==> config.mk <==
export PLATFORM = sky130hd
export DESIGN_NAME = pfa_csr
export DESIGN_NICKNAME = d
export VERILOG_FILES = /design/src/rtl/pfa_pkg.sv /design/src/rtl/pfa_csr.sv
export SDC_FILE = /design/constraint.sdc
export NUM_CORES = 1
export LEC_CHECK = 0
export BUFFER_PORTS_ARGS = -buffer_cell sky130_fd_sc_hd__buf_2
export CAP_MARGIN = 0
export CORE_MARGIN = 10
export CORE_UTILIZATION = 35
export DETAILED_ROUTE_END_ITERATION = 10
export GPL_ROUTABILITY_DRIVEN = 1
export GPL_TIMING_DRIVEN = 0
export PLACE_DENSITY = 0.61
export SYNTH_ARGS = -nofsm -noshare
export SYNTH_HDL_FRONTEND = slang
export SYNTH_SLANG_ARGS = --single-unit
==> constraint.sdc <==
create_clock -name clock -period 1.7 [get_ports clock]
set_clock_uncertainty 0.1 [all_clocks]
set_input_delay 0.085 -clock clock [delete_from_list [all_inputs] [get_ports clock]]
set_output_delay 0.085 -clock clock [all_outputs]
set_load 0.02 [all_outputs]
==> src/rtl/pfa_pkg.sv <==
// ----------------------------------------------------------------------------
// pfa_pkg
// Shared constants, types and codes of the phase fold accumulator.
// ----------------------------------------------------------------------------
package pfa_pkg;

   localparam int MAX_BINS    = 256;
   localparam int MAX_VECTOR  = 1024;
   localparam int BIN_W       = $clog2(MAX_BINS);
   localparam int ELEM_W      = $clog2(MAX_VECTOR);
   localparam int ACC_ADDR_W  = BIN_W + ELEM_W;
   localparam int ACC_DEPTH   = MAX_BINS * MAX_VECTOR;

   localparam int ACC_W       = 32;
   localparam int HITS_W      = 32;
   localparam int PHASE_W     = 32;
   localparam int SAMPLE_W    = 8;
   localparam int VAL_W       = SAMPLE_W + 1;
   localparam int CMD_W       = 2;
   localparam int RD_BIN_W    = 8;
   localparam int RD_ELEM_W   = 10;

   localparam int BINS_CFG_W  = 9;
   localparam int LEN_CFG_W   = 11;
   localparam int CSR_ADDR_W  = 5;
   localparam int CSR_DATA_W  = 32;

   localparam int QUEUE_DEPTH = 4;
   localparam int QPTR_W      = $clog2(QUEUE_DEPTH);
   localparam int QCNT_W      = QPTR_W + 1;

   localparam logic [BINS_CFG_W-1:0] BINS_RESET  = BINS_CFG_W'(256);
   localparam logic [LEN_CFG_W-1:0]  LEN_RESET   = LEN_CFG_W'(1024);

   typedef enum logic [CMD_W-1:0] {
      CMD_SAMPLE = 2'd0,
      CMD_LOAD   = 2'd1,
      CMD_CLEAR  = 2'd2,
      CMD_READ   = 2'd3
   } cmd_type;

   typedef enum logic [2:0] {
      REG_BINS   = 3'd0,
      REG_LEN    = 3'd1,
      REG_SIGNED = 3'd2,
      REG_START  = 3'd3,
      REG_STEP   = 3'd4
   } reg_idx_type;

   typedef enum logic [1:0] {
      OP_ACC   = 2'd0,
      OP_READ  = 2'd1,
      OP_CLEAR = 2'd2
   } op_kind_type;

   typedef struct packed {
      op_kind_type             kind;
      logic [BIN_W-1:0]        bin;
      logic [ELEM_W-1:0]       elem;
      logic [VAL_W-1:0]        value;
      logic                    hit;
   } op_type;

   typedef struct packed {
      logic [BINS_CFG_W-1:0]   bins_in_use;
      logic [LEN_CFG_W-1:0]    vector_length;
      logic                    signed_samples;
      logic [PHASE_W-1:0]      start_phase;
      logic [PHASE_W-1:0]      phase_step;
   } cfg_type;

   typedef struct packed {
      logic                    sweeping;
      logic                    sweep_done;
   } back_status_type;

endpackage

==> src/rtl/pfa_csr.sv <==
// ----------------------------------------------------------------------------
// pfa_csr
// APB register file holding the fold configuration.
// ----------------------------------------------------------------------------
module pfa_csr import pfa_pkg::*; (
   input  logic                  clock,
   input  logic                  reset,
   input  logic                  psel,
   input  logic                  penable,
   input  logic                  pwrite,
   input  logic [CSR_ADDR_W-1:0] paddr,
   input  logic [CSR_DATA_W-1:0] pwdata,
   output logic [CSR_DATA_W-1:0] prdata,
   output logic                  pready,
   output cfg_type               cfg
);

   cfg_type     cfg_ff;
   cfg_type     cfg_in;
   reg_idx_type idx;
   logic        wr;

   assign idx    = reg_idx_type'(paddr[CSR_ADDR_W-1:2]);
   assign wr     = psel && penable && pwrite;
   assign pready = 1'b1;
   assign cfg    = cfg_ff;

   always_comb begin
      cfg_in = cfg_ff;
      if (wr) begin
         unique case (idx)
            REG_BINS:   cfg_in.bins_in_use    = pwdata[BINS_CFG_W-1:0];
            REG_LEN:    cfg_in.vector_length  = pwdata[LEN_CFG_W-1:0];
            REG_SIGNED: cfg_in.signed_samples = pwdata[0];
            REG_START:  cfg_in.start_phase    = pwdata[PHASE_W-1:0];
            REG_STEP:   cfg_in.phase_step     = pwdata[PHASE_W-1:0];
            default:    cfg_in = cfg_ff;
         endcase
      end
   end

   always_comb begin
      unique case (idx)
         REG_BINS:   prdata = CSR_DATA_W'(cfg_ff.bins_in_use);
         REG_LEN:    prdata = CSR_DATA_W'(cfg_ff.vector_length);
         REG_SIGNED: prdata = CSR_DATA_W'(cfg_ff.signed_samples);
         REG_START:  prdata = CSR_DATA_W'(cfg_ff.start_phase);
         REG_STEP:   prdata = CSR_DATA_W'(cfg_ff.phase_step);
         default:    prdata = '0;
      endcase
   end

   always_ff @(posedge clock) begin
      if (reset) begin
         cfg_ff.bins_in_use    <= BINS_RESET;
         cfg_ff.vector_length  <= LEN_RESET;
         cfg_ff.signed_samples <= 1'b1;
         cfg_ff.start_phase    <= '0;
         cfg_ff.phase_step     <= '0;
      end else begin
         cfg_ff <= cfg_in;
      end
   end

endmodule

### Yosys cells after proc, flatten, opt, wreduce, memory -nomap -nowiden

Cells that the tools add are included.

| cells by class | value |
|---|---|
| div/mod/pow operators | 0 |
| order comparisons | 0 |
| eq/ne operators | 4 |
| multipliers | 0 |
| shift-type cells | 0 |
| bitwise operators | 0 |
| multiplexer cells | 1 |
| add/subtract/negate cells | 0 |
| reduce and logical (&&, ||, !) cells | 8 |

Operator list:

| kind | number |
|---|---|
| 32-bit case mux with 5 select lines | 1 |
| 2-bit AND reduction | 5 |
| 3-bit by 2-bit == test with 1-bit output, second input constant | 2 |
| 3-bit by 1-bit == test with 1-bit output, second input constant | 1 |
| 3-bit == test, second input constant | 1 |
| 3-bit zero test | 1 |
| 1-bit logical AND | 2 |

| word-level totals | value |
|---|---|
| logic and storage cells | 18 |
| bits of input ports | 42 |
| bits in registers | 85 |
| ROM bits | 0 |
| bits in writable memories | 0 |
| bits in latches | 0 |
| memories kept | 0 |

### Logic depth before layout (Yosys ltp)

| depth | value |
|---|---|
| word-level depth | 3 |
| gate-level depth with buffers | 6 |

### Least setup slack after synthesis

Ideal clock, no wire load.

| timing path | value |
|---|---|
| kind | input-to-output |
| start point | input port paddr[2] |
| end point | output port prdata[8] |
| arrival time | 1.170 ns |
| buffers on the path | 2 |
| setup slack | 0.345 ns |
| stages on the path | 4 |
| cells stage by stage | clkbuf_2 -> buf_1 -> mux2i_1 -> o211ai_1 |

| between the ends | value |
|---|---|
| longest elaborated chain between the ends | 2 |
| elaborated cells on any way between the ends | 6 |

RTL lines:

| item | line | RTL |
|---|---|---|
| from (decl) | pfa_csr.sv:11 | `input logic [CSR_ADDR_W-1:0] paddr,` |
| 3-bit == test (tied with other cells) | pfa_csr.sv:43 | `unique case (idx)` |
| 32-bit case mux with 5 select lines * | pfa_csr.sv:43 |  |
| to (decl) | pfa_csr.sv:13 | `output logic [CSR_DATA_W-1:0] prdata,` |

Every way passes the cells marked *; elsewhere a longest branch is shown, timed or not.

### Final worst setup path

| timing path | value |
|---|---|
| start point | input port paddr[3] |
| end point | output port prdata[8] |

The elaborated chain is that of the path after synthesis.

==> impl_metrics.toml <==
[timing]
holdWs_ps = 0.0256
layout_min_cycle_time_ps = 1560
layout_worst_path_cycle_share_pct = 91.7
finalSetupTns_ps = 0
hold_violations = 0
drv_slew = 0
fmax_ghz = 0.641
rsz0062_at_grt = "false"
tightest_slew_ps = 600
finalSetupViolCount = 0
maxSlewHeadroom_pct = 60.0

[yosys]
syn_area_um2 = 4120
synth_ff_type = "dfxtp_1"
post_synth.cell_area_avg_um2 = 9.06
synth_nets = 496
synth_top_area_share_pct = 41.3
seq_area_frac_synth_pct = 41.3
synth-async-reset-ratio_pct = 0
synth_area_leaders = "dfxtp_1, mux2i_1, nand2b_1"
synth-edff-count = 0
synth_seq_cells = 85
ys_types = 30
yosysWarnings = 0
yosysTopAreaCell = "dfxtp_1"
synth_cells = 454

[floorplanning]
die_area_um2 = 16500
core_area_um2 = 11500
top_level_ports = 160
start_util_pct = 35.9
die_h_um = 128
row_count = 39
die_w_um = 128

[power]
p_leak_nw = 2.78
p_total_mw = 4.34
p_per_area_nw_per_um2 = 766
vdd_ir_drop_max_mv = 0.585

[route]
wirelength_mm = 14.8
routedWlPerCell_um = 18.6
dr_total_vias = 3984
vias_per_cell = 5.01
antenna_left = 0
drc = 0
drtPass1Iterations = 4
dr.first_iter.drc_count = 253

[cells_and_area]
final_cell_mix = "buf_2, dfxtp_1, o21ai_0"
largest_reg_flops = 85
layout_commonest_cell = "buf_2"
nets = 690
fin_cells = 796
drive_above_1_share_pct = 29.1
area_growth_syn_to_layout_pct = 37.7

[cts]
clockBufferDepth = 2
cts.clk_slew.worst_paths_ps = 60
cts_inserted_buffers = 9
cts.sink_count = 85
cts_root_buf = "clkbuf_16"
worstSkewPairLatency_ps = 320
postCtsSetupRepairBufs = 0
cts_tree = "done"
h-tree-depth = 3

[hold_path]
hold_class = "primary input to flop"

[grt]
grt.overflow.total = 0
grt_pass1_wl_mm = 22.9
groute.layer.met2.usage_pct = 29.8
grt_antenna_before_repair = 1
use_met3_pct = 3.33
busiest_layer = "met2"
grtUsageMet1_pct = 21.4
grt_pass1_vias = 4227
grt_max_degree = 14
track_usage_pct = 17.3

[outcome]
outcome = "completed"

[placed_design]
port_buffers = 154
hpwl_mm = 11.0
gp_congestion = 0.783
dpl.cell_count = 751

[critical_path]
end_kind = "output port"
required_ps = 1510
path_class = "primary input to output port"
cp_max_fo = 10
cp-start-kind = "primary input"
critical_path_arrival_ps = 1370

[job]
max-cap-violations = 0
path summary, 6_finish.rpt:
path	slack (ps)	startpoint	depth (start not counted)	endpoint
hold reg to reg	390	cfg[26]	2	cfg[26]
setup / recovery	140	paddr[3]	7	prdata[8]
hold / removal	0.03	pwdata[1]	3	cfg[66]
setup reg to reg	760	cfg[35]	3	cfg[35]
metrics by stage:
step | instance area, µm² | utilization (%) | setup WS, ps
finish | 5670 | 49.4 | 141
global route | 5670 | 49.4 | 59.3
CTS | 5660 | 49.3 | 31.7
detailed placement | 5060 | 44.2 | -304
global placement | 5060 | 44.2 | -283
floorplan | 4120 | - | 345
worst max-delay path: stages:
cell and delay [ps]:
buf_2 100, buf_6 160, and2_2 150, clkbuf_1 390
nand3b_1 150, o211ai_1 130, buf_2 200
Yosys cell counts, drive strengths merged (3+ instances only):
library cell	instances
a22o	21
buf	9
clkbuf	34
dfxtp	85
mux2i	55
nand2	11
nand2b	73
nand3b	8
nor2	7
nor2b	42
o211ai	8
o21ai	87
or2	3
per-layer routing:
metal  wire, µm  vias to the layer above  share of wire (%)
met5          0                        -                  0
met4        187                        0                1.3
met3        758                       12                5.1
met2       7360                       95                 50
met1       6520                     1927                 44
li1           -                     1950                  -
final cells by class:
class                   count  area [µm²]
flip-flops and latches     85        1700
repair buffers            183        1060
plain buffers              43         249
clock buffers              11         233
clock inverters             4        50.0
fillers                  1099        5800
diodes                      1        2.50
well taps                 143         179
multi-input cells         325        2190
inverters                   1        3.75
kinds of logic after synthesis:
family | Yosys count | share of synthesized area [%]
simple gates | 151 | 22.6
compound gates | 118 | 16.8
flops | 85 | 41.3
mux | 55 | 13.4
buf+inv | 44 | 5.72
other cells | 1 | 0.0911
power by group:
part | internal [mW] | switching, mW
combinational | 0.179 | 0.238
sequential | 2.01 | 0.0114
clock | 1.13 | 0.776
what timing repair did:
item	in CTS	in global routing
hold buffers	29	0
gates resized for setup	10	5
endpoints found under the hold margin	58	0
setup endpoints to repair	30	27
pin swaps	0	0
No activity file was read; power rests on OpenSTA's default activity.
