`src/rtl/pfa_pkg.sv`:
```
// ----------------------------------------------------------------------------
// pfa_pkg
// Shared constants, types and codes of the phase fold accumulator.
// ----------------------------------------------------------------------------
package pfa_pkg;

   localparam int MAX_BINS    = 256;
   localparam int MAX_VECTOR  = 1024;
   localparam int BIN_W       = $clog2(MAX_BINS);
   localparam int ELEM_W      = $clog2(MAX_VECTOR);
   localparam int ACC_ADDR_W  = BIN_W + ELEM_W;
   localparam int ACC_DEPTH   = MAX_BINS * MAX_VECTOR;

   localparam int ACC_W       = 32;
   localparam int HITS_W      = 32;
   localparam int PHASE_W     = 32;
   localparam int SAMPLE_W    = 8;
   localparam int VAL_W       = SAMPLE_W + 1;
   localparam int CMD_W       = 2;
   localparam int RD_BIN_W    = 8;
   localparam int RD_ELEM_W   = 10;

   localparam int BINS_CFG_W  = 9;
   localparam int LEN_CFG_W   = 11;
   localparam int CSR_ADDR_W  = 5;
   localparam int CSR_DATA_W  = 32;

   localparam int QUEUE_DEPTH = 4;
   localparam int QPTR_W      = $clog2(QUEUE_DEPTH);
   localparam int QCNT_W      = QPTR_W + 1;

   localparam logic [BINS_CFG_W-1:0] BINS_RESET  = BINS_CFG_W'(256);
   localparam logic [LEN_CFG_W-1:0]  LEN_RESET   = LEN_CFG_W'(1024);

   typedef enum logic [CMD_W-1:0] {
      CMD_SAMPLE = 2'd0,
      CMD_LOAD   = 2'd1,
      CMD_CLEAR  = 2'd2,
      CMD_READ   = 2'd3
   } cmd_type;

   typedef enum logic [2:0] {
      REG_BINS   = 3'd0,
      REG_LEN    = 3'd1,
      REG_SIGNED = 3'd2,
      REG_START  = 3'd3,
      REG_STEP   = 3'd4
   } reg_idx_type;

   typedef enum logic [1:0] {
      OP_ACC   = 2'd0,
      OP_READ  = 2'd1,
      OP_CLEAR = 2'd2
   } op_kind_type;

   typedef struct packed {
      op_kind_type             kind;
      logic [BIN_W-1:0]        bin;
      logic [ELEM_W-1:0]       elem;
      logic [VAL_W-1:0]        value;
      logic                    hit;
   } op_type;

   typedef struct packed {
      logic [BINS_CFG_W-1:0]   bins_in_use;
      logic [LEN_CFG_W-1:0]    vector_length;
      logic                    signed_samples;
      logic [PHASE_W-1:0]      start_phase;
      logic [PHASE_W-1:0]      phase_step;
   } cfg_type;

   typedef struct packed {
      logic                    sweeping;
      logic                    sweep_done;
   } back_status_type;

endpackage

```
`src/rtl/pfa_queue.sv`:
```
// ----------------------------------------------------------------------------
// pfa_queue
// Short FIFO of classified operations between front and back.
// ----------------------------------------------------------------------------
module pfa_queue import pfa_pkg::*; (
   input  logic   clock,
   input  logic   reset,
   input  logic   push,
   input  op_type push_op,
   output logic   full,
   input  logic   pop,
   output logic   head_valid,
   output op_type head_op
);

   op_type            mem_ff [QUEUE_DEPTH];
   logic [QPTR_W-1:0] wr_ptr_ff, wr_ptr_in;
   logic [QPTR_W-1:0] rd_ptr_ff, rd_ptr_in;
   logic [QCNT_W-1:0] count_ff,  count_in;

   assign full       = (count_ff == QCNT_W'(QUEUE_DEPTH));
   assign head_valid = (count_ff != '0);
   assign head_op    = mem_ff[rd_ptr_ff];

   always_comb begin
      wr_ptr_in = push ? wr_ptr_ff + QPTR_W'(1) : wr_ptr_ff;
      rd_ptr_in = pop  ? rd_ptr_ff + QPTR_W'(1) : rd_ptr_ff;
      count_in  = count_ff + QCNT_W'(push) - QCNT_W'(pop);
   end

   always_ff @(posedge clock) begin
      if (push) begin
         mem_ff[wr_ptr_ff] <= push_op;
      end
   end

   always_ff @(posedge clock) begin
      if (reset) begin
         wr_ptr_ff <= '0;
         rd_ptr_ff <= '0;
         count_ff  <= '0;
      end else begin
         wr_ptr_ff <= wr_ptr_in;
         rd_ptr_ff <= rd_ptr_in;
         count_ff  <= count_in;
      end
   end

endmodule

```
`config.mk`:
```
export PLATFORM = sky130hd
export DESIGN_NAME = pfa_queue
export DESIGN_NICKNAME = d
export VERILOG_FILES = /design/src/rtl/pfa_pkg.sv /design/src/rtl/pfa_queue.sv
export SDC_FILE = /design/constraint.sdc
export NUM_CORES = 1
export LEC_CHECK = 0
export BUFFER_PORTS_ARGS = -buffer_cell sky130_fd_sc_hd__buf_2
export CAP_MARGIN = 30
export CORE_ASPECT_RATIO = 1.75
export CORE_UTILIZATION = 40
export CTS_BUF_LIST = sky130_fd_sc_hd__clkbuf_8
export CTS_CLUSTER_DIAMETER = 80
export DETAILED_ROUTE_END_ITERATION = 10
export GPL_TIMING_DRIVEN = 0
export PLACE_DENSITY = 0.63
export SLEW_MARGIN = 20
export SYNTH_ARGS = -nofsm -noshare
export SYNTH_HDL_FRONTEND = slang
export SYNTH_SLANG_ARGS = --single-unit
```
`constraint.sdc`:
```
create_clock -name clock -period 2.3 [get_ports clock]
set_input_delay 0 -clock clock [delete_from_list [all_inputs] [get_ports clock]]
set_output_delay 0 -clock clock [all_outputs]
set_load 0.05 [all_outputs]
```
Yosys cells after proc, flatten, opt, wreduce, memory -nomap -nowiden --
Memory sizes are Yosys's and may differ from the RTL's. A register that Yosys moved wholly into a read port is not among the register bits. Cells that the tools add are included.
Storage, ports and cells: memories kept 1, output and inout port bits 32, register bits 7, bits in writable memories 120
Memories:
- mem_ff | words 4, bits a word 30, read ports 1, clocked after Yosys merged registers in 1, write ports 1, line pfa_queue.sv:16 | op_type mem_ff [QUEUE_DEPTH];
Operators by class: equal/unequal tests 1, add/sub/neg operators 4, mux-type cells 4, reduce and logical (&&, ||, !) cells 1
Operators by type and width (count):
- $add 2x1->2 const B | 2
- $mux 2 | 2
- $add 3x1->3 | 1
- $eq 3x3->1 const B | 1
- $reduce_bool 3->1 | 1
- $sub 3x1->3 | 1
- $mux 1 | 2

Logic depth before layout (Yosys ltp) --
Gate-level depths: netlist of the first run.
depth after elaboration 3, depth in mapped cells 7, depth with buffers taken out 7

Worst setup path after synthesis of the first run --
No wires, ideal clock.
path type register to register, start register wr_ptr_ff[0], end memory mem_ff[2][0] (netlist bit), enable pin, slack 0.623 ns, buffers on the path 0, stages on the path, launching flop included 4, data required time 1.910 ns, library setup time 0.390 ns, arrival time 1.287 ns, cells stage by stage dfxtp_1 -> inv_1 -> ha_1 -> and2_1
RTL lines:
- from (decl) | line pfa_queue.sv:17 | logic [QPTR_W-1:0] wr_ptr_ff, wr_ptr_in;
- from (signal assigned) | line pfa_queue.sv:43 | wr_ptr_ff <= wr_ptr_in;
- to (decl) | line pfa_queue.sv:16
No word-level cell before the write port.

==> results of run 1 <==
[worst min-delay path by stage]
stage | from | cells past startpoint | end | slack (ps)
finish | push_op[13] | 2 | mem_ff[3][13] | 330
global route | push_op[18] | 2 | mem_ff[0][18] | 300
CTS | push_op[13] | 2 | mem_ff[3][13] | 290
detailed placement | push_op[13] | 1 | mem_ff[3][13] | 220
global placement | push_op[0] | 1 | mem_ff[1][0] | 210
floorplan | reset | 1 | count_ff[0] | 70
[stage by stage]
stage | instance area [um2] | utilization (%) | std cells | power (mW)
floorplan | 4770 | - | 198 | 3.41
global placement | 5260 | 45.4 | 398 | 3.60
detailed placement | 5350 | 46.2 | 402 | 3.64
CTS | 6080 | 52.5 | 467 | 5.58
global route | 6080 | 52.5 | 467 | 5.71
finish | 6080 | 52.5 | 467 | 5.51
[power breakdown]
group          total, mW  switching [mW]  internal, mW
logic              0.888           0.566         0.322
registers           2.73          0.0378          2.69
clock network       1.89           0.832          1.06
[registers in the layout, indices dropped and copies added (netlist names), named ones only]
register   count
rd_ptr_ff      2
wr_ptr_ff      2
count_ff       3
mem_ff       120
[cell type report]
cell class / instances / area, um2
Sequential cell: 129 / 3780
Inverter: 6 / 22.5
Fill cell: 956 / 5500
Buffer: 6 / 48.8
Multi-Input combinational cell: 57 / 918
Clock inverter: 15 / 170
Clock buffer: 17 / 234
Timing Repair Buffer: 102 / 736
Tap cell: 135 / 169
[worst max-delay path: stages (launching register included)]
cell and delay, ps:
dfxtp_1 390, buf_6 210, mux4_2 540, buf_2 230
[timing repair]
item / 4_1_cts / 5_1_grt
hold endpoints to repair: 129 / 0
hold buffers: 33 / 0
setup endpoints to repair: 0 / 0
[per-layer routing]
layer | wire length, um | part of all wire (%) | global-route usage [%]
met1 | 3020 | 37 | 15.0
met2 | 4650 | 57 | 26.8
met3 | 343 | 4.2 | 4.47
met4 | 155 | 1.9 | 7.03
met5 | 0 | 0 | 0
[logic make-up after synthesis]
group,Yosys count
XOR/XNOR,3
multiplexers,31
AND/OR/NAND/NOR,14
flip-flops,129
buffers and inverters,12
AO/OA/AOI/OAI,2
adder cells (fa/ha/maj),7
[layout by cell type, fill, tap and decap left out, drive strengths merged]
master       netlist  routed
edfxtp           120     120
buf                6      75
dlygate4sd3        0      33
mux4              30      30
clkbuf             0      17
dfxtp              9       9
inv                6       7
clkinv             0       7
ha                 6       6
nor2               5       5
and2               4       4
clkinvlp           0       4
bufinv             0       3
nor2b              2       2
xnor2              2       2
or3                1       1
and3               1       1
a21bo              1       1
nand3b             1       1
a21oi              1       1
mux2i              1       1
xor3               1       1
fa                 1       1
==> qor.txt, run 1 <==
Data arrival, critical path: 1800 ps
Yosys warning count: 0
min Tclk post-route: 1800 ps
initial drt markers: 122
post-synthesis xor/xnor area fraction: 0.866%
synth top area cells: edfxtp_1, mux4_2, dfxtp_1
post-synthesis compound-gate area fraction: 0.315%
ANT nets after route: 0
Post-synth top cells: edfxtp_1, mux4_2, dfxtp_1, ha_1, inv_1
number of distinct library cells after synthesis: 19
CTS tree: done
Fin. Hold Viols: 0
width of the die: 84.5 um
RD Place Congestion: 0.643
Worst Path Required: 2300 ps
Max Fclk: 555 MHz
Post-Synth Adder-Cell Area: 1.99%
number of synthesized flops with an enable pin: 120
crit-path max FO: 10
Max Clock Skew: 5.75 ps
syn avg cell area: 24.1 um2
First-pass DRT Iterations: 7
Worst setup endpoint: head_op[10]
nature of the critical path endpoint: output pin
pin count of the biggest net entering global routing: 25
FFs w/ async S/R, synth: 0%
Peak supply drop: 0.000494 V
FF+latch count, synth: 129
# diodes: 0
status: finished, violations left
routed len/inst: 17.5 um
full die area: 12400 um2
Synth Area in Simple Gates: 1.60%
worst slew pin tran: 292 ps
first-pass GRT wire length: 13.0 mm
CTS Sinks: 129
die extent in y: 146 um
Initial Util: 41.2%
RR Endpoint: count_ff[2]
worst min path class: primary input to register
setup_tns: 0 ps
final setup margin: 499 ps
num ports: 66
PwrDens: 907 nW/um2
Vias per Instance: 4.94
largest family of logic cells by synthesized area: multiplexers
post-layout net count: 360
initial antenna violation count: 0
CTS max path bufs: 2
Reg2Reg Setup Slack: 560 ps
Most used DFF post-synth: edfxtp_1
Total GRT Usage: 14.7%
# resized after CTS: 0
Worst R2R Start: count_ff[0]
RSZ-0062 raised after global routing: false
mux cell area share after synthesis: 14.4%
clock transition at the registers of the reported paths: 80 ps
register area share after synthesis: 79.3%
Cell Rows: 52
Pleak: 2.14 nW
Period Utilization, post-route: 78.3%
vias in the first global route: 2554
postcts setup bufs: 0
Clock Root Buffer: clkbuf_8
total congestion overflow: 0
failing checks: design-rule violations
Post-Route WL: 8.18 mm
worst r2r path cells: 7
DP Worst Slack: 566 ps
share of Yosys cell area claimed by the top area cell type: 75.6%
via count: 2307
post-detail-place hpwl: 5.05 mm
Buffers on Ports: 65
DR DRC count: 8
Worst-Skew Late Latency: 420 ps
max_cap viols: 0
Yosys top cell by area: edfxtp_1
CTS Buf Count: 17
max_slew headroom: 80.5%
CP Class: register to output pin
syn nets: 239
Syn Inst Count: 198
layout cells sized above 1: 42.5%
core area: 11600 um2
endpoints failing setup: 0
max-slew violation count: 0
H-tree Lvls: 4
most frequent cell after synthesis: edfxtp_1
area growth from synthesis to layout: 27.6%
Netlist Area Pre-Place: 4770 um2
Worst Setup Start Kind: register
hold_ws: 327 ps
(Power assumes the default switching activity.)
==> run 2, diff against run 1 <==
--- a/config.mk
+++ b/config.mk
@@ -13,7 +13,7 @@
 export CTS_CLUSTER_DIAMETER = 80
 export DETAILED_ROUTE_END_ITERATION = 10
 export GPL_TIMING_DRIVEN = 0
-export PLACE_DENSITY = 0.63
+export PLACE_DENSITY = 0.65
 export SLEW_MARGIN = 20
 export SYNTH_ARGS = -nofsm -noshare
 export SYNTH_HDL_FRONTEND = slang
==> constraint.sdc (replaced) <==
create_clock -name clock -period 1.5 [get_ports clock]
set_input_delay 0 -clock clock [delete_from_list [all_inputs] [get_ports clock]]
set_output_delay 0 -clock clock [all_outputs]
set_load 0.05 [all_outputs]
==> run 2 against run 1 <==
The run ends with design-rule violations, negative setup slack left. Design area grew 2.9%. Largest cell class unchanged. Die area is the same. Highest routed layer unchanged. Power up 56%.
==> qor.txt, run 2 (same netlist as run 1, synthesis figures left out) <==
Levels on crit path: 3
full die area: 12400 um2
Max Clock Skew: 6.07 ps
Regs by FF count: mem_ff x120, count_ff x3
Final Power: 8.62 mW
crit-path max FO: 10
PwrDens: 1380 nW/um2
largest reg by FF count: mem_ff
max_slew headroom: 68.7%
via count: 2330
routed len/inst: 18.4 um
DP Worst Slack: -207 ps
max_cap viols: 0
Crit path largest cell delay: 530 ps
Vias per Instance: 5.01
# diodes: 0
H-tree Lvls: 4
max-slew violation count: 0
post-layout net count: 358
Fin. Hold Viols: 0
DR DRC count: 4
Initial Util: 41.2%
Buffers on Ports: 65
CTS tree: done
layout cells sized above 1: 43.6%
Post-Route WL: 8.54 mm
Worst Setup Start Kind: register
final setup margin: -172 ps
Core Util, Final: 54.0%
initial antenna violation count: 0
vias in the first global route: 2551
worst slew pin tran: 469 ps
Max Fclk: 598 MHz
nature of the critical path endpoint: output pin
num ports: 66
min Tclk post-route: 1670 ps
Slowest-stage cell, CP: mux4_2
Total GRT Usage: 14.7%
width of the die: 84.5 um
most common cell after layout, fill and taps aside: edfxtp_1
status: finished, violations left
hold_ws: 336 ps
ANT nets after route: 0
Placed Instances: 398
Clock Root Buffer: clkbuf_8
Data arrival, critical path: 1670 ps
crit-path cells: buf_12, mux4_2, buf_6
post-detail-place hpwl: 4.88 mm
area growth from synthesis to layout: 31.3%
die extent in y: 146 um
First-pass DRT Iterations: 9
Final Instance Area: 6260 um2
max reg flops: 120
setup_tns: -4680 ps
endpoints failing setup: 30
RD Place Congestion: 0.662
CTS Sinks: 129
Period Utilization, post-route: 111%
pin count of the biggest net entering global routing: 31
CP Class: register to output pin
Pleak: 2.19 nW
total congestion overflow: 0
Peak supply drop: 0.000919 V
Cell Rows: 52
hold path cells: 2
CP delay by family, top: multiplexers
Worst Path Required: 1500 ps
first-pass GRT wire length: 13.0 mm
worst r2r path cells: 6
clock transition at the registers of the reported paths: 70 ps
fin cells: 465
Fillers: 908
RSZ-0062 raised after global routing: true
most frequent cells in the layout: edfxtp_1, buf_2, dlygate4sd3_1
placed cell areas: 5270 um2
initial drt markers: 92
postcts setup bufs: 0
Crit path buffers/inverters: 2
CTS max path bufs: 2
worst min path class: primary input to register
core area: 11600 um2
CTS Buf Count: 17
Worst-Skew Late Latency: 410 ps
failing checks: design-rule violations, negative setup slack
## run 2: cell types whose count changed in the layout (fill, tap and decap cells not counted), moves of 3 or more
cell | before | now
clkinv_1 | 0 | 3
clkinv_4 | 3 | 0
buf_6 | 3 | 30
and2_2 | 4 | 0
and2_4 | 0 | 6
buf_2 | 68 | 38
## run 2: worst register-to-register path, cell delays in order, from the launching register on
cell     delay, ps
dfxtp_2        330
inv_2           40
ha_4           250
inv_2           40
ha_4           140
fa_2           510
nor2b_4        120
## run 2: where the power goes
group | total (mW) | internal (mW) | switching, mW
Combinational | 1.58 | 0.663 | 0.912
Clock | 2.85 | 1.60 | 1.25
Sequential | 4.20 | 4.13 | 0.0629
## run 2: final timing paths
path                     start            end  slack (ps)
setup / recovery      register    head_op[18]        -170
hold / removal     push_op[25]  mem_ff[0][25]         340
setup reg to reg   count_ff[0]    count_ff[1]           0
hold reg to reg   rd_ptr_ff[1]   rd_ptr_ff[1]         550
## run 2: timing repair
action                                  4_1_cts  5_1_grt
hold endpoints to repair                    129        0
hold buffers                                 33        0
gates cloned                                  0        2
resized for setup                            80        2
endpoints found under the setup margin      152       81
## run 2: area by class of cell
class / instances / area (um2) / share of cell area [%]
Tap cell: 135 / 169 / 2.70
Clock buffer: 17 / 234 / 3.74
Timing Repair Buffer: 98 / 843 / 13.5
Inverter: 6 / 22.5 / 0.360
Multi-Input combinational cell: 59 / 976 / 15.6
Sequential cell: 129 / 3790 / 60.5
Buffer: 6 / 75.1 / 1.20
Clock inverter: 15 / 150 / 2.40
## run 2: layer usage
| metal | part of all wire (%) | global-route usage, % | wire length, um | vias to the layer above |
|---|---|---|---|---|
| met2 | 57 | 26.9 | 4860 | 64 |
| li1 | - | - | - | 1059 |
| met1 | 37 | 14.9 | 3180 | 1197 |
| met5 | 0 | 0 | 0 | - |
| met3 | 4.0 | 4.92 | 341 | 10 |
| met4 | 1.8 | 6.36 | 150 | 0 |
