==> config.mk <==
export PLATFORM = sky130hd
export DESIGN_NAME = pfa_front_flat
export DESIGN_NICKNAME = d
export VERILOG_FILES = /design/src/rtl/pfa_pkg.sv /design/src/rtl/pfa_if.sv /design/src/rtl/pfa_front.sv /design/src/flat_wrapper.sv
export SDC_FILE = /design/constraint.sdc
export NUM_CORES = 1
export LEC_CHECK = 0
export BUFFER_PORTS_ARGS = -buffer_cell sky130_fd_sc_hd__buf_2
export CAP_MARGIN = 20
export CORE_UTILIZATION = 50
export DETAILED_ROUTE_END_ITERATION = 16
export MAX_ROUTING_LAYER = met4
export PLACE_DENSITY = 0.7
export REMOVE_ABC_BUFFERS = 1
export SLEW_MARGIN = 25
export SYNTH_ARGS = -nofsm -noshare
export SYNTH_HDL_FRONTEND = slang
export SYNTH_SLANG_ARGS = --single-unit
==> constraint.sdc <==
create_clock -name clock -period 14.2 [get_ports clock]
set_input_delay 1.42 -clock clock [delete_from_list [all_inputs] [get_ports clock]]
set_output_delay 1.42 -clock clock [all_outputs]
set_load 0.01 [all_outputs]
==> src/rtl/pfa_pkg.sv <==
// ----------------------------------------------------------------------------
// pfa_pkg
// Shared constants, types and codes of the phase fold accumulator.
// ----------------------------------------------------------------------------
package pfa_pkg;

   localparam int MAX_BINS    = 256;
   localparam int MAX_VECTOR  = 1024;
   localparam int BIN_W       = $clog2(MAX_BINS);
   localparam int ELEM_W      = $clog2(MAX_VECTOR);
   localparam int ACC_ADDR_W  = BIN_W + ELEM_W;
   localparam int ACC_DEPTH   = MAX_BINS * MAX_VECTOR;

   localparam int ACC_W       = 32;
   localparam int HITS_W      = 32;
   localparam int PHASE_W     = 32;
   localparam int SAMPLE_W    = 8;
   localparam int VAL_W       = SAMPLE_W + 1;
   localparam int CMD_W       = 2;
   localparam int RD_BIN_W    = 8;
   localparam int RD_ELEM_W   = 10;

   localparam int BINS_CFG_W  = 9;
   localparam int LEN_CFG_W   = 11;
   localparam int CSR_ADDR_W  = 5;
   localparam int CSR_DATA_W  = 32;

   localparam int QUEUE_DEPTH = 4;
   localparam int QPTR_W      = $clog2(QUEUE_DEPTH);
   localparam int QCNT_W      = QPTR_W + 1;

   localparam logic [BINS_CFG_W-1:0] BINS_RESET  = BINS_CFG_W'(256);
   localparam logic [LEN_CFG_W-1:0]  LEN_RESET   = LEN_CFG_W'(1024);

   typedef enum logic [CMD_W-1:0] {
      CMD_SAMPLE = 2'd0,
      CMD_LOAD   = 2'd1,
      CMD_CLEAR  = 2'd2,
      CMD_READ   = 2'd3
   } cmd_type;

   typedef enum logic [2:0] {
      REG_BINS   = 3'd0,
      REG_LEN    = 3'd1,
      REG_SIGNED = 3'd2,
      REG_START  = 3'd3,
      REG_STEP   = 3'd4
   } reg_idx_type;

   typedef enum logic [1:0] {
      OP_ACC   = 2'd0,
      OP_READ  = 2'd1,
      OP_CLEAR = 2'd2
   } op_kind_type;

   typedef struct packed {
      op_kind_type             kind;
      logic [BIN_W-1:0]        bin;
      logic [ELEM_W-1:0]       elem;
      logic [VAL_W-1:0]        value;
      logic                    hit;
   } op_type;

   typedef struct packed {
      logic [BINS_CFG_W-1:0]   bins_in_use;
      logic [LEN_CFG_W-1:0]    vector_length;
      logic                    signed_samples;
      logic [PHASE_W-1:0]      start_phase;
      logic [PHASE_W-1:0]      phase_step;
   } cfg_type;

   typedef struct packed {
      logic                    sweeping;
      logic                    sweep_done;
   } back_status_type;

endpackage

==> src/rtl/pfa_if.sv <==
// ----------------------------------------------------------------------------
// pfa_req_if / pfa_rsp_if
// Valid/ready channels for commands in and read results out.
// ----------------------------------------------------------------------------
interface pfa_req_if import pfa_pkg::*; ();
   logic                   valid;
   logic                   ready;
   logic [CMD_W-1:0]       cmd;
   logic [SAMPLE_W-1:0]    sample_byte;
   logic [RD_BIN_W-1:0]    read_bin;
   logic [RD_ELEM_W-1:0]   read_element;

   modport source (output valid, cmd, sample_byte, read_bin, read_element, input ready);
   modport sink   (input valid, cmd, sample_byte, read_bin, read_element, output ready);
endinterface


==> src/rtl/pfa_front.sv <==
// ----------------------------------------------------------------------------
// pfa_front
// Command intake: spectrum framing, phase tracking and bin selection.
// ----------------------------------------------------------------------------
module pfa_front import pfa_pkg::*; (
   input  logic            clock,
   input  logic            reset,
   pfa_req_if.sink         req,
   input  cfg_type         cfg,
   input  back_status_type status,
   input  logic            q_full,
   output logic            push,
   output op_type          push_op
);

   logic [PHASE_W-1:0]            phase_ff,   phase_in;
   logic [ELEM_W-1:0]             elem_ff,    elem_in;
   logic [BIN_W-1:0]              bin_ff,     bin_in;
   logic                          nz_ff,      nz_in;
   logic                          clr_wait_ff, clr_wait_in;

   logic [BINS_CFG_W-1:0]         eff_bins;
   logic [LEN_CFG_W-1:0]          eff_len;
   logic [PHASE_W+BINS_CFG_W-1:0] prod;
   logic [BIN_W-1:0]              cur_bin;
   logic                          first;
   logic                          nz_cur;
   logic                          last;
   logic                          accept;
   logic [VAL_W-1:0]              value;

   always_comb begin
      if (cfg.bins_in_use == '0) begin
         eff_bins = BINS_CFG_W'(1);
      end else if (cfg.bins_in_use > BINS_CFG_W'(MAX_BINS)) begin
         eff_bins = BINS_CFG_W'(MAX_BINS);
      end else begin
         eff_bins = cfg.bins_in_use;
      end
      if (cfg.vector_length == '0) begin
         eff_len = LEN_CFG_W'(1);
      end else if (cfg.vector_length > LEN_CFG_W'(MAX_VECTOR)) begin
         eff_len = LEN_CFG_W'(MAX_VECTOR);
      end else begin
         eff_len = cfg.vector_length;
      end
   end

   assign prod    = {{BINS_CFG_W{1'b0}}, phase_ff} * {{PHASE_W{1'b0}}, eff_bins};
   assign first   = (elem_ff == '0);
   assign cur_bin = first ? prod[PHASE_W +: BIN_W] : bin_ff;
   assign nz_cur  = (first ? 1'b0 : nz_ff) | (|req.sample_byte);
   assign last    = (LEN_CFG_W'(elem_ff) + LEN_CFG_W'(1)) >= eff_len;
   assign value   = {cfg.signed_samples & req.sample_byte[SAMPLE_W-1], req.sample_byte};

   assign req.ready = !q_full && !clr_wait_ff && !status.sweeping;
   assign accept    = req.valid && req.ready;

   always_comb begin
      phase_in    = phase_ff;
      elem_in     = elem_ff;
      bin_in      = bin_ff;
      nz_in       = nz_ff;
      clr_wait_in = clr_wait_ff;
      push        = 1'b0;
      push_op     = '{kind: OP_ACC, bin: cur_bin, elem: elem_ff, value: value,
                      hit: last && nz_cur};
      if (status.sweep_done) begin
         clr_wait_in = 1'b0;
      end
      if (accept) begin
         unique case (cmd_type'(req.cmd))
            CMD_SAMPLE: begin
               push   = 1'b1;
               bin_in = cur_bin;
               if (last) begin
                  phase_in = phase_ff + cfg.phase_step;
                  elem_in  = '0;
                  nz_in    = 1'b0;
               end else begin
                  elem_in  = elem_ff + ELEM_W'(1);
                  nz_in    = nz_cur;
               end
            end
            CMD_LOAD: begin
               phase_in = cfg.start_phase;
               elem_in  = '0;
               nz_in    = 1'b0;
            end
            CMD_CLEAR: begin
               push         = 1'b1;
               push_op.kind = OP_CLEAR;
               elem_in      = '0;
               nz_in        = 1'b0;
               clr_wait_in  = 1'b1;
            end
            CMD_READ: begin
               push         = 1'b1;
               push_op.kind = OP_READ;
               push_op.bin  = req.read_bin[BIN_W-1:0];
               push_op.elem = req.read_element[ELEM_W-1:0];
            end
            default: push = 1'b0;
         endcase
      end
   end

   always_ff @(posedge clock) begin
      if (reset) begin
         phase_ff    <= '0;
         elem_ff     <= '0;
         bin_ff      <= '0;
         nz_ff       <= 1'b0;
         clr_wait_ff <= 1'b0;
      end else begin
         phase_ff    <= phase_in;
         elem_ff     <= elem_in;
         bin_ff      <= bin_in;
         nz_ff       <= nz_in;
         clr_wait_ff <= clr_wait_in;
      end
   end

endmodule

==> src/flat_wrapper.sv <==
// flat-port wrapper written by rule: the top's interface ports become plain ports
module pfa_front_flat import pfa_pkg::*;
  (clock, reset, cfg, status, q_full, push, push_op, req_valid, req_cmd, req_sample_byte, req_read_bin, req_read_element, req_ready);
  pfa_req_if req_i ();
  input  logic clock;
  input  logic reset;
  input  cfg_type cfg;
  input  back_status_type status;
  input  logic q_full;
  output logic push;
  output op_type push_op;
  input wire logic [$bits(req_i.valid)-1:0] req_valid;
  input wire logic [$bits(req_i.cmd)-1:0] req_cmd;
  input wire logic [$bits(req_i.sample_byte)-1:0] req_sample_byte;
  input wire logic [$bits(req_i.read_bin)-1:0] req_read_bin;
  input wire logic [$bits(req_i.read_element)-1:0] req_read_element;
  output wire logic [$bits(req_i.ready)-1:0] req_ready;
  assign req_i.valid = req_valid;
  assign req_i.cmd = req_cmd;
  assign req_i.sample_byte = req_sample_byte;
  assign req_i.read_bin = req_read_bin;
  assign req_i.read_element = req_read_element;
  assign req_ready = req_i.ready;
  pfa_front u_core (.clock(clock), .reset(reset), .req(req_i), .cfg(cfg), .status(status), .q_full(q_full), .push(push), .push_op(push_op));
endmodule
==> Word level (Yosys, flattened, before mapping) <==
Index checks and enable logic that the tools add are counted.
W data, S select, Z words.
{ "word_totals": {"regBits": 52, "out_inout_bits": 32, "elab_cells": 57} }
{ "op_classes": {"n_addsub": 3, "multipliers": 1, "order_cmp": 3, "eq_ne": 4, "mux": 20, "n_bitwise": 2, "n_reduce_logical": 19} }
{ "ops": {"columns": ["op", "n"], "rows": [
  ["$pmux W32 S2", 1],
  ["$mul A32 B9 Y40", 1],
  ["$add A32 B32 Y32", 1],
  ["$mux W32", 1],
  ["$mux W11", 2],
  ["$mux W20", 1],
  ["$pmux W10 S2", 1],
  ["$mux W18", 1],
  ["$mux W9", 2],
  ["$add A10 B1 Y11 const B", 1],
  ["$ge A11 B11 Y1", 1],
  ["$gt A11 B11 Y1 const B", 1],
  ["$logic_not A11 Y1", 1],
  ["$add A10 B1 Y10 const B", 1],
  ["$logic_not A10 Y1", 1],
  ["$mux W10", 1],
  ["$gt A9 B9 Y1 const B", 1],
  ["$logic_not A9 Y1", 1],
  ["$mux W8", 1],
  ["$reduce_or A8 Y1", 1],
  ["$mux W1", 7],
  ["$eq A2 B2 Y1 const B", 2],
  ["$logic_and A1 B1 Y1", 4],
  ["$pmux W2 S2", 1],
  ["other kinds (12)", 16]
]} }

==> Depth between registers and ports, before layout <==
{ "logic_depth": {"depth_word": 7, "ltp_mapped": 22, "depth_no_buf": 20} }

==> Least setup slack after synthesis <==
OpenSTA, ideal clock, no wires.
{ "synth_path": {"kind": "input to output", "from": "input cfg[78] (netlist name)", "to": "output push_op[27] (netlist name)", "arrival_time_ps": 6645, "path_slack_ps": 6135, "path_stages": 21, "path_buffers": 1, "path_cell_list": "or4_1 > o22ai_2 > clkbuf_1 > nand2_1 > fa_1 > inv_1 > fa_1 > fa_1 > inv_1 > fa_1 > inv_1 > ha_1 > a21oi_1 > o21ai_0 > a311oi_1 > o22ai_2 > o41ai_2 > o21ai_2 > a31oi_1 > mux2i_1 > nand2_1"} }
{ "synth_rtl": {"columns": ["element", "line_no", "text"], "rows": [
  ["start, declared", "flat_wrapper.sv:7", "input cfg_type cfg;"],
  ["end, declared", "flat_wrapper.sv:11", "output op_type push_op;"]
]} }

==> summary.txt <==
Run status
  – Run status: completed

Timing
  – Relative slew margins: 0.3455
  – Tightest Pin Transition: around 0.98 ns
  – Final worst slack: 5.022 ns
  – Post-Route Setup TNS: 0 ns
  – Fin Clk Skew: about 0.0057 ns
  – Final hold violations: 0
  – Slew Limit Fails: 0
  – Final setup violation count: 0
  – RSZ-0062 raised after global routing: no
  – F_max: 0.1090 GHz
  – Fin crit period: 9.178 ns
  – Part of the cycle the worst path needs: 0.6464

Synth
  – Synth Area in XOR/XNOR: 0.02515
  – Post-Synth Simple-Gate Area: 0.2091
  – Synth top area cells: fa_1 33%, ha_1 10%, inv_1 8.3%
  – Multiplexer area fraction after synthesis: 0.01554
  – Post-Synth Adder-Cell Area: 0.4282
  – Top-count cell post-synth: inv_1
  – Commonest cells in the netlist: 284 x inv_1, 250 x nand2_1, 210 x fa_1, 113 x and2_1, 105 x ha_1
  – Async S/R FF share, synth: 0
  – Syn Inst Count: approximately 1600
  – Mapped Area: roughly 13000 um2
  – Post-synthesis compound-gate area fraction: 0.1262
  – Largest family of logic cells by synthesized area: adder cells
  – Post-synth EDFFs: 0
  – Count of cell types in the netlist: 64
  – Post-synth top area cell: fa_1
  – Register bit total from synthesis: between 50 and 60
  – Synthesis Warnings: 0
  – Top FF cell, synth: dfxtp_1
  – Seq/Total Area, Yosys: 0.08079
  – Synth Area per Inst: a little under 8 um2
  – Top cell type's share of synthesized area: 0.3263

GRT
  – Largest net degree at the start of global routing: 64
  – Number of global-route vias before repair: 11368
  – Initial antenna violation count: 0
  – Global route overflow: 0
  – Global-route wire length before repair: 56500 um
  – Gr usage total: 0.2790

Drt
  – DRT iter0 DRCs: around 560
  – Post-detailed-route count of antenna-violating nets: 0
  – WL final: 33710 um
  – Via Count: ~11000
  – DRC Markers: 0
  – Wire per inst: between 15 and 20 um
  – Initial DRT Pass Iterations: 5
  – DR vias/cell: between 5 and 6

Pwr
  – Leakage power: 7.426 nW
  – Worst vdd ir: about 0.042 mV
  – PwrDens: about 36 nW/um2

Clock tree
  – Number of buffers created by CTS: 5
  – H-tree Lvls: 2
  – Skew-Pair Late Insertion Delay: roughly 0.32 ns
  – Clk buf depth: 2
  – Clock sink count: 52
  – Hold Buf Count CTS: 0
  – Root Driver: clkbuf_16
  – Setup bufs post-CTS: 0
  – Worst-path clk slew: approximately 0.080 ns
  – CTS-repair resized insts: 0
  – CTS tree: done

Worst setup path
  – CP required: 12.78 ns
  – Crit path launch type: input port
  – Most common cell on crit path: fa_1
  – Slowest library cell on the worst path: or4_1
  – Slowest stage delay, CP: roughly 0.65 ns
  – Worst Path Arrival: 7.76 ns
  – CP Max Fanout: 42
  – CP top delay family: adder cells
  – Critical path class: in2out
  – Crit. End Element: primary output
  – Buf/Inv on CP: 6
  – CP Cell Sequence: buf_2 -> or4_1 -> o22ai_2 -> buf_4 -> nand2_1 -> fa_1 -> inv_1 -> fa_1 -> fa_1 -> inv_1 -> fa_1 -> inv_1 -> ha_1 -> nand4_1 -> nor4_1 -> nand4_1 -> o22ai_2 -> o41ai_2 -> o21bai_1 -> xor2_1 -> mux2i_1 -> o21ai_0 -> buf_2

Finish
  – Fraction of layout cells with a size suffix above 1: 0.1101
  – Core Util, Final: 0.5518
  – Synth-to-layout area growth: 8.147%
  – Layout net count: between 2000 and 2500
  – Antenna diodes: 0

Floorplan
  – Initial core utilization: 0.5102
  – Die width: about 160 um
  – Die H: 162.5 um
  – Placeable Area: roughly 25000 um2
  – # IOs: 151
  – Die area: 26420 um2
  – Site row count: 58

Flow run
  – Max Cap Viol: 0

Placement
  – Dpl hpwl: 26270 um
  – Dpl ws: 5.080 ns
  – Buffers on Ports: 150
  – Routability cong.: ~0.9

Worst hold path
  – Hold Crit Class: reg2reg
==> worst min-delay path, cell delays in order (launching register included) <==
cell and delay, ns:
dfxtp_1 0.34, mux2i_1 0.07, nor2_1 0.07
==> registers in the layout (all words and copies together), names as in the netlist <==
register,count
u_core.bin_ff,8
u_core.clr_wait_ff,1
u_core.elem_ff,10
u_core.nz_ff,1
u_core.phase_ff,32
==> cells by family (layout without fill, tap and decap cells) <==
kind of cell,after synthesis,count (layout)
compound gates,249,249
xor+xnor,37,37
fa+ha+maj,315,315
buf+inv,385,454
flops,52,52
mux,20,20
simple gates,572,572
==> path summary, 6_finish.rpt <==
path / startpoint / end / slack, ns / cells after the start
max: cfg[84] / push_op[24] / 5.02 / 23
min: u_core.bin_ff[5] / u_core.bin_ff[5] / 0.51 / 2
max reg2reg: u_core.phase_ff[31] / u_core.bin_ff[7] / 8.56 / 18
min reg2reg: u_core.bin_ff[5] / u_core.bin_ff[5] / 0.51 / 2
==> power breakdown <==
group | switching [mW] | total, mW | internal, mW | leakage (nW)
Clock | 0.0756 | 0.161 | 0.0857 | 0.0863
Combinational | 0.109 | 0.178 | 0.0689 | 6.92
Sequential | 0.0108 | 0.160 | 0.149 | 0.421
==> layer usage <==
layer	global-route usage	routed length, um	vias to the layer above	share of wire
met5	-	0	-	0
met4	0.06754	556	0	0.016
met3	0.02878	1748	36	0.052
met2	0.4779	16350	333	0.49
met1	0.3542	15050	5331	0.45
li1	-	-	5280	-
==> per-stage QoR <==
stage / power (mW) / hold WS [ns] / cells / area (um2)
after CTS: 0.5031 / 0.5083 / 2029 / 13930
after floorplan: 0.2698 / 0.4601 / 1532 / 12480
after global routing: 0.5312 / 0.5259 / 2029 / 13930
after detailed placement: 0.3389 / 0.4837 / 2021 / 13760
final: 0.4986 / 0.5071 / 2029 / 13930
after global placement: 0.3346 / 0.4771 / 2021 / 13760
==> cell type report <==
cell class              count  area [um2]
clock buffers               5       125.1
inverters                 287        1077
repair buffers            159       818.3
well taps                 330       412.9
multi-input cells        1193       10410
flip-flops and latches     52        1041
clock inverters             3       50.05
fillers                  2362       11320
==> cells in the final DEF, fill, tap and decap left out, drive strengths merged, types with 37 or more instances in the layout <==
cell    Yosys  layout
inv       286     288
ha        105     105
buf        24     159
dfxtp      52      52
and2      114     114
a211oi     37      37
fa        210     210
nor2       99      99
nand2     250     250
o21ai      45      45
a21oi      77      77
Power figures use the tool's default switching activity.
